## src/hdl/pmgd_pkg.sv

```systemverilog
package pmgd_pkg;

  localparam int FIELD_LANES     = 4;
  localparam int CFG_DATA_W      = 16;
  localparam int CFG_IDX_W       = 2;
  localparam int LANES_DEF       = 4;
  localparam int TICK_W_DEF      = 16;

  localparam logic [CFG_IDX_W-1:0] REG_NORMAL_POLL = 2'd0;
  localparam logic [CFG_IDX_W-1:0] REG_SEARCH_POLL = 2'd1;
  localparam logic [CFG_IDX_W-1:0] REG_LANE_ENABLE = 2'd2;

  localparam logic [CFG_DATA_W-1:0]  NORMAL_POLL_RST = 16'd30;
  localparam logic [CFG_DATA_W-1:0]  SEARCH_POLL_RST = 16'd5;
  localparam logic [FIELD_LANES-1:0] LANE_ENABLE_RST = 4'd1;

  typedef struct packed {
    logic near;
    logic taken;
  } lane_res_t;

endpackage

```

## src/hdl/presence_miss_grace_detector.sv

```systemverilog
// Presence detector with a miss hangover timer.
// Input channel (in_valid/in_ready, in_probe_present): one transaction per tick,
// one probe bit per lane. Each enabled lane polls its probe when due, at the
// normal period while near and at the search period otherwise; a miss while
// near holds the lane near until the search has lasted the normal period.
// Output channel (out_valid/out_ready): one transaction per input tick with the
// OR of all lanes, a change flag, and per-lane near and probe-taken masks.
// Configuration channel (cfg_valid/cfg_ready, cfg_index, cfg_data): index 0
// normal period, 1 search period, 2 lane enable mask; always ready. Write only
// while no tick is in flight.
// A result is registered and appears in the cycle after its tick is accepted.
// Throughput: one tick per cycle while the output is not stalled; all lanes
// update in parallel and the merge stage registers the result.
// Stall: the single output register holds its result while out_ready is low;
// in_ready stays high only if that register is free or being emptied.
// Reset (rst_n low, synchronous): lanes away, poll due at once, registers to
// their defaults (30, 5, lane 0 enabled), no result pending.
module presence_miss_grace_detector #(
  parameter int LANES  = pmgd_pkg::LANES_DEF,
  parameter int TICK_W = pmgd_pkg::TICK_W_DEF
) (
  input  logic                             clk,
  input  logic                             rst_n,
  input  logic                             in_valid,
  output logic                             in_ready,
  input  logic [pmgd_pkg::FIELD_LANES-1:0] in_probe_present,
  output logic                             out_valid,
  input  logic                             out_ready,
  output logic                             out_person_near,
  output logic                             out_changed,
  output logic [pmgd_pkg::FIELD_LANES-1:0] out_lane_near_mask,
  output logic [pmgd_pkg::FIELD_LANES-1:0] out_probe_taken_mask,
  input  logic                             cfg_valid,
  output logic                             cfg_ready,
  input  logic [pmgd_pkg::CFG_IDX_W-1:0]   cfg_index,
  input  logic [pmgd_pkg::CFG_DATA_W-1:0]  cfg_data
);

  logic [pmgd_pkg::CFG_DATA_W-1:0]  normal_r;
  logic [pmgd_pkg::CFG_DATA_W-1:0]  search_r;
  logic [pmgd_pkg::FIELD_LANES-1:0] enable_r;
  logic                             fire;
  pmgd_pkg::lane_res_t [LANES-1:0]  lane_res;

  assign cfg_ready = 1'b1;
  assign in_ready  = !out_valid || out_ready;
  assign fire      = in_valid && in_ready;

  always_ff @(posedge clk) begin
    if (!rst_n) begin
      normal_r <= pmgd_pkg::NORMAL_POLL_RST;
      search_r <= pmgd_pkg::SEARCH_POLL_RST;
      enable_r <= pmgd_pkg::LANE_ENABLE_RST;
    end else if (cfg_valid && cfg_ready) begin
      case (cfg_index)
        pmgd_pkg::REG_NORMAL_POLL: normal_r <= cfg_data;
        pmgd_pkg::REG_SEARCH_POLL: search_r <= cfg_data;
        pmgd_pkg::REG_LANE_ENABLE: enable_r <= cfg_data[pmgd_pkg::FIELD_LANES-1:0];
        default: ;
      endcase
    end
  end

  for (genvar i = 0; i < LANES; i++) begin : g_lane
    logic en;
    logic hit;
    if (i < pmgd_pkg::FIELD_LANES) begin : g_field
      assign en  = enable_r[i];
      assign hit = in_probe_present[i];
    end else begin : g_extra
      assign en  = 1'b0;
      assign hit = 1'b0;
    end
    pmgd_lane #(.TICK_W(TICK_W)) u_lane (
      .clk          (clk),
      .rst_n        (rst_n),
      .fire         (fire),
      .en           (en),
      .hit          (hit),
      .normal_ticks (normal_r),
      .search_ticks (search_r),
      .res          (lane_res[i])
    );
  end

  pmgd_merge #(.LANES(LANES)) u_merge (
    .clk                  (clk),
    .rst_n                (rst_n),
    .fire                 (fire),
    .lane_res             (lane_res),
    .out_valid            (out_valid),
    .out_ready            (out_ready),
    .out_person_near      (out_person_near),
    .out_changed          (out_changed),
    .out_lane_near_mask   (out_lane_near_mask),
    .out_probe_taken_mask (out_probe_taken_mask)
  );

endmodule

```

## src/hdl/pmgd_lane.sv

```systemverilog
module pmgd_lane #(
  parameter int TICK_W = pmgd_pkg::TICK_W_DEF
) (
  input  logic                            clk,
  input  logic                            rst_n,
  input  logic                            fire,
  input  logic                            en,
  input  logic                            hit,
  input  logic [pmgd_pkg::CFG_DATA_W-1:0] normal_ticks,
  input  logic [pmgd_pkg::CFG_DATA_W-1:0] search_ticks,
  output pmgd_pkg::lane_res_t             res
);

  localparam int CMP_W = (TICK_W > pmgd_pkg::CFG_DATA_W) ? TICK_W : pmgd_pkg::CFG_DATA_W;

  logic              near_r, near_nxt;
  logic              srch_r, srch_nxt;
  logic [TICK_W-1:0] tsp_r, tsp_nxt;
  logic [TICK_W-1:0] age_r, age_nxt;
  logic [TICK_W-1:0] elapsed;
  logic [TICK_W-1:0] age_inc;
  logic [CMP_W-1:0]  period;
  logic              due;

  always_comb begin
    elapsed  = (tsp_r == {TICK_W{1'b1}}) ? tsp_r : tsp_r + TICK_W'(1);
    age_inc  = (age_r == {TICK_W{1'b1}}) ? age_r : age_r + TICK_W'(1);
    period   = (near_r && !srch_r) ? CMP_W'(normal_ticks) : CMP_W'(search_ticks);
    due      = CMP_W'(elapsed) >= period;
    near_nxt = near_r;
    srch_nxt = srch_r;
    tsp_nxt  = tsp_r;
    age_nxt  = srch_r ? age_inc : age_r;
    if (!en) begin
      near_nxt = 1'b0;
      srch_nxt = 1'b0;
      tsp_nxt  = {TICK_W{1'b1}};
      age_nxt  = '0;
      due      = 1'b0;
    end else if (!due) begin
      tsp_nxt = elapsed;
    end else begin
      tsp_nxt = '0;
      if (hit) begin
        near_nxt = 1'b1;
        srch_nxt = 1'b0;
        age_nxt  = '0;
      end else if (near_r) begin
        if (!srch_r) begin
          srch_nxt = 1'b1;
          age_nxt  = '0;
        end
        if (CMP_W'(age_nxt) >= CMP_W'(normal_ticks)) begin
          near_nxt = 1'b0;
          srch_nxt = 1'b0;
          age_nxt  = '0;
        end
      end
    end
    res.near  = near_nxt;
    res.taken = due;
  end

  always_ff @(posedge clk) begin
    if (!rst_n) begin
      near_r <= 1'b0;
      srch_r <= 1'b0;
      tsp_r  <= {TICK_W{1'b1}};
      age_r  <= '0;
    end else if (fire) begin
      near_r <= near_nxt;
      srch_r <= srch_nxt;
      tsp_r  <= tsp_nxt;
      age_r  <= age_nxt;
    end
  end

endmodule

```

## src/hdl/pmgd_merge.sv

```systemverilog
module pmgd_merge #(
  parameter int LANES = pmgd_pkg::LANES_DEF
) (
  input  logic                                 clk,
  input  logic                                 rst_n,
  input  logic                                 fire,
  input  pmgd_pkg::lane_res_t [LANES-1:0]      lane_res,
  output logic                                 out_valid,
  input  logic                                 out_ready,
  output logic                                 out_person_near,
  output logic                                 out_changed,
  output logic [pmgd_pkg::FIELD_LANES-1:0]     out_lane_near_mask,
  output logic [pmgd_pkg::FIELD_LANES-1:0]     out_probe_taken_mask
);

  logic                              valid_r, valid_nxt;
  logic                              last_r;
  logic                              any_near;
  logic [pmgd_pkg::FIELD_LANES-1:0]  near_mask;
  logic [pmgd_pkg::FIELD_LANES-1:0]  taken_mask;
  logic                              near_q_r, chg_q_r;
  logic [pmgd_pkg::FIELD_LANES-1:0]  near_mask_q_r, taken_mask_q_r;

  for (genvar i = 0; i < pmgd_pkg::FIELD_LANES; i++) begin : g_mask
    if (i < LANES) begin : g_on
      assign near_mask[i]  = lane_res[i].near;
      assign taken_mask[i] = lane_res[i].taken;
    end else begin : g_off
      assign near_mask[i]  = 1'b0;
      assign taken_mask[i] = 1'b0;
    end
  end

  always_comb begin
    any_near = 1'b0;
    for (int i = 0; i < LANES; i++) begin
      any_near = any_near | lane_res[i].near;
    end
    valid_nxt = fire ? 1'b1 : (out_ready ? 1'b0 : valid_r);
  end

  always_ff @(posedge clk) begin
    if (!rst_n) begin
      valid_r <= 1'b0;
      last_r  <= 1'b0;
    end else begin
      valid_r <= valid_nxt;
      if (fire) begin
        last_r <= any_near;
      end
    end
  end

  always_ff @(posedge clk) begin
    if (fire) begin
      near_q_r       <= any_near;
      chg_q_r        <= any_near ^ last_r;
      near_mask_q_r  <= near_mask;
      taken_mask_q_r <= taken_mask;
    end
  end

  assign out_valid            = valid_r;
  assign out_person_near      = near_q_r;
  assign out_changed          = chg_q_r;
  assign out_lane_near_mask   = near_mask_q_r;
  assign out_probe_taken_mask = taken_mask_q_r;

endmodule
```

## config.mk

```make
export PLATFORM = sky130hd
export DESIGN_NAME = presence_miss_grace_detector
export DESIGN_NICKNAME = d
export VERILOG_FILES = /design/src/hdl/pmgd_pkg.sv /design/src/hdl/presence_miss_grace_detector.sv /design/src/hdl/pmgd_lane.sv /design/src/hdl/pmgd_merge.sv
export SDC_FILE = /design/constraint.sdc
export NUM_CORES = 1
export LEC_CHECK = 0
export ABC_AREA = 0
export BUFFER_PORTS_ARGS = -buffer_cell sky130_fd_sc_hd__buf_4
export CAP_MARGIN = 20
export CORE_MARGIN = 5
export CORE_UTILIZATION = 55
export DETAILED_ROUTE_END_ITERATION = 10
export PLACE_DENSITY = 0.79
export SLEW_MARGIN = 30
export SYNTH_ARGS = -nofsm -noshare
export SYNTH_HDL_FRONTEND = slang
export SYNTH_SLANG_ARGS = --single-unit
```

## constraint.sdc

```tcl
create_clock -name clk -period 10.8 [get_ports clk]
set_clock_uncertainty 0.15 [all_clocks]
set_input_delay 0.54 -clock clk [delete_from_list [all_inputs] [get_ports clk]]
set_output_delay 0.54 -clock clk [all_outputs]
set_load 0.05 [all_outputs]
```

==> metrics.csv <==
metric,value,unit
outcome,"finished, final reports clean",
Final GP Congestion,0.947,
sequential-to-total area share from yosys stat,0.271,
Reg area,0.00378,mm^2
Setup WS post-layout,5120,ps
final cell count without fillers,2126,
mux contribution to synthesized area,0.0582,
max cap viols,0,
Worst-path clk slew,70,ps
YS warnings,0,
FF-to-FF path depth,16,
vias per cell,6.31,
CTS tree,yes,
Syn Area/Cell,7.69,um^2
Cell variety after synth,78,
clock tree buffer depth,2,
crit path capture type,flip-flop,
largest family of logic cells by synthesized area,simple AND/OR/NAND/NOR gates,
n_diodes,0,
Final setup viols,0,
gr usage total,0.265,
Core Footprint,0.0251,mm^2
Post-synth EDFFs,10,
worst slew pin tran,873,ps
vias in the first global route,12600,
Clock Sinks,184,
drt first-iter violations,1425,
placed cell area,0.0144,mm^2
reg-to-reg startpoint,g_lane[0].u_lane.tsp_r[0]$_SDFFE_PN1P_,
grt ovf,0,
Core Rows,58,
crit start category,flip-flop,
largest net degree at the start of global routing,73,
port buffer count,38,
top fanout value on the critical path,18,
crit path to,g_lane[0].u_lane.age_r[0]$_SDFFE_PN0P_,
Die W,169,um
dpl cells,2094,
Resize count post-CTS,0,
area of the multi-input gates,0.00965,mm^2
setup TNS,0,ps
hold path startpoint,cfg_data[13],
Hold Path Class,in2reg,
Gate Count Post-Synth,1817,
VDD IR max,0.0815,mV
die area,0.0287,mm^2
reg2reg end,g_lane[0].u_lane.age_r[0]$_SDFFE_PN0P_,
min cycle time layout,5680,ps
Synth Area in Adders,0.122,
Synth Cell Area,0.0140,mm^2
# Post-CTS Setup Buffers,0,
clk root buf,clkbuf_16,
most frequent cells in the layout,"nand2_1, dfxtp_1, a21oi_1, nor2_1, ha_1",
worst skew pair latency,450,ps
flop2flop setup slack,5120,ps
die height,169,um
Syn Nets,1980,
f_max,176,MHz
DRT Pass-1 Iters,6,
"most common cell after layout, fill and taps aside",nand2_1,
Setup crit start,g_lane[0].u_lane.tsp_r[0]$_SDFFE_PN1P_,
Initial Utilization,0.556,
fin nets,1946,
I/O pins,40,
Pleak,5.64,nW
PwrDens,126,mW/mm^2
top_reg_cell synth,dfxtp_1,
#FFs+latches synth,184,
pre-CTS setup slack,5070,ps
share of cells above drive strength 1,0.0651,
worst setup path class,reg2reg,
Crit path arrival time,5900,ps
Synth-to-Final Area Change,7.32,%
initial antenna violation count,0,
Final Max Slew Viols,0,
design area,0.0150,mm^2
first-pass GRT wire length,63100,um
xor/xnor share of the synthesized area,0.0570,
CTS buffer count,17,
DRC,0,
DR WL/cell,18.3,um
simple-gate share of the synthesized area,0.247,
dpl hpwl,28000,um
Filler cells,2219,
number of routed nets with antenna violations,0,
Worst Path Required,11020,ps
Rel. slew slack,0.418,
fin crit share,0.526,
Hold Fails Final Rpt,0,
Compound-Gate Fraction of Synth Area,0.203,
H-tree levels,4,
RSZ-0062 raised after global routing,false,
DR vias,13400,
hold_buf cts,0,
asr flop ratio synth,0,
total wire length,38900,um
## flip-flops by register name, indices dropped and copies added (netlist names), 4 cells and up
name / count
g_lane.u_lane.near_r: 4
enable_r: 4
g_lane.u_lane.age_r: 64
g_lane.u_lane.tsp_r: 64
u_merge.out_probe_taken_mask: 4
g_lane.u_lane.srch_r: 4
u_merge.out_lane_near_mask: 4
normal_r: 16
search_r: 16
## report_power, final
group          leakage, nW  switching, W  internal [W]  total (W)
Sequential            1.51     0.0000320      0.000707   0.000739
Combinational         3.84      0.000317      0.000195   0.000512
Clock                0.283      0.000294      0.000341   0.000635
## how the worst min path moves through the flow
stage / endpoint / cells after the start / slack [ps]
2_1_floorplan: g_lane[0].u_lane.near_r$_SDFFE_PN0P_ / 2 / 300
3_3_place_gp: g_lane[0].u_lane.near_r$_SDFFE_PN0P_ / 2 / 310
3_5_place_dp: g_lane[1].u_lane.age_r[13]$_SDFFE_PN0P_ / 2 / 330
4_1_cts: normal_r[13]$_SDFFE_PN0P_ / 3 / 200
5_1_grt: u_merge.out_valid$_SDFFE_PN0P_ / 3 / 200
6_report: normal_r[13]$_SDFFE_PN0P_ / 3 / 200
## cell families (layout without fill, tap and decap cells)
kind of cell             count (synthesis)  after routing
multiplexers                            80             80
flip-flops                             184            184
AO/OA/AOI/OAI                          448            448
buffers and inverters                  155            134
XOR/XNOR                                91             91
adder cells (fa/ha/maj)                136            136
AND/OR/NAND/NOR                        722            722
other                                    1              1
## critical path: stages, from the launching register on
cell and delay (ps):
dfxtp_1 440, ha_1 240, nand4_1 170, or4_1 740, nand2_1 300, nor2_1 140, nand3_1 150, xnor2_1 140
ha_1 280, nand4_1 130, nor4_1 80, a311oi_4 710, nand2_2 420, o22ai_2 740, and2_1 440, nand3_1 140
o22ai_1 190
## per-layer routing
layer,GRT usage,up-vias,part of all wire
met4,0.0921,0,0.032
met1,0.351,6330,0.44
met3,0.0403,89,0.062
met2,0.442,445,0.46
li1,-,6542,-
met5,0,-,0
## synth_stat cells, drive strengths merged, types with 5 or more instances
| cell | instances | area (um^2) |
|---|---|---|
| and4 | 12 | 105 |
| a311oi | 11 | 109 |
| o21a | 22 | 165 |
| o22ai | 10 | 68.8 |
| a31oi | 31 | 194 |
| nand2b | 16 | 100 |
| clkbuf | 88 | 330 |
| nand3 | 87 | 445 |
| edfxtp | 10 | 300 |
| a211o | 5 | 43.8 |
| nor3 | 43 | 215 |
| and2 | 22 | 138 |
| or4 | 5 | 41.3 |
| o31ai | 12 | 95.1 |
| nor2 | 158 | 593 |
| or2 | 5 | 31.3 |
| a21o | 13 | 97.6 |
| nand2 | 237 | 892 |
| xnor2 | 43 | 377 |
| a2111oi | 5 | 43.8 |
| buf | 12 | 55.1 |
| mux2 | 10 | 113 |
| nand4 | 44 | 275 |
| a31o | 6 | 61.3 |
| a41oi | 5 | 58.8 |
| o21ai | 89 | 445 |
| o211ai | 5 | 37.5 |
| nor4 | 13 | 81.3 |
| o22a | 17 | 149 |
| and3 | 32 | 200 |
| dfxtp | 174 | 3480 |
| a221o | 8 | 80.1 |
| nor2b | 12 | 75.1 |
| a211oi | 6 | 50.1 |
| xor2 | 48 | 420 |
| inv | 52 | 195 |
| or3 | 21 | 131 |
| mux2i | 70 | 701 |
| nand3b | 6 | 45.0 |
| a21oi | 173 | 866 |
| ha | 136 | 1700 |
## area by class of cell
class                           instances  area share
Multi-Input combinational cell       1478       0.644
Clock inverter                         11     0.00743
Clock buffer                           21      0.0314
Timing Repair Buffer                   47      0.0235
Sequential cell                       184       0.252
Inverter                               55      0.0139
Tap cell                              330      0.0275
## per-stage QoR
step	util	hold slack (ps)	total power, W
2_1_floorplan	-	300	0.00113
3_3_place_gp	0.573	312	0.00124
3_5_place_dp	0.573	327	0.00125
4_1_cts	0.596	195	0.00188
5_1_grt	0.597	196	0.00198
6_report	0.597	198	0.00189
Power figures use the tool's default switching activity.
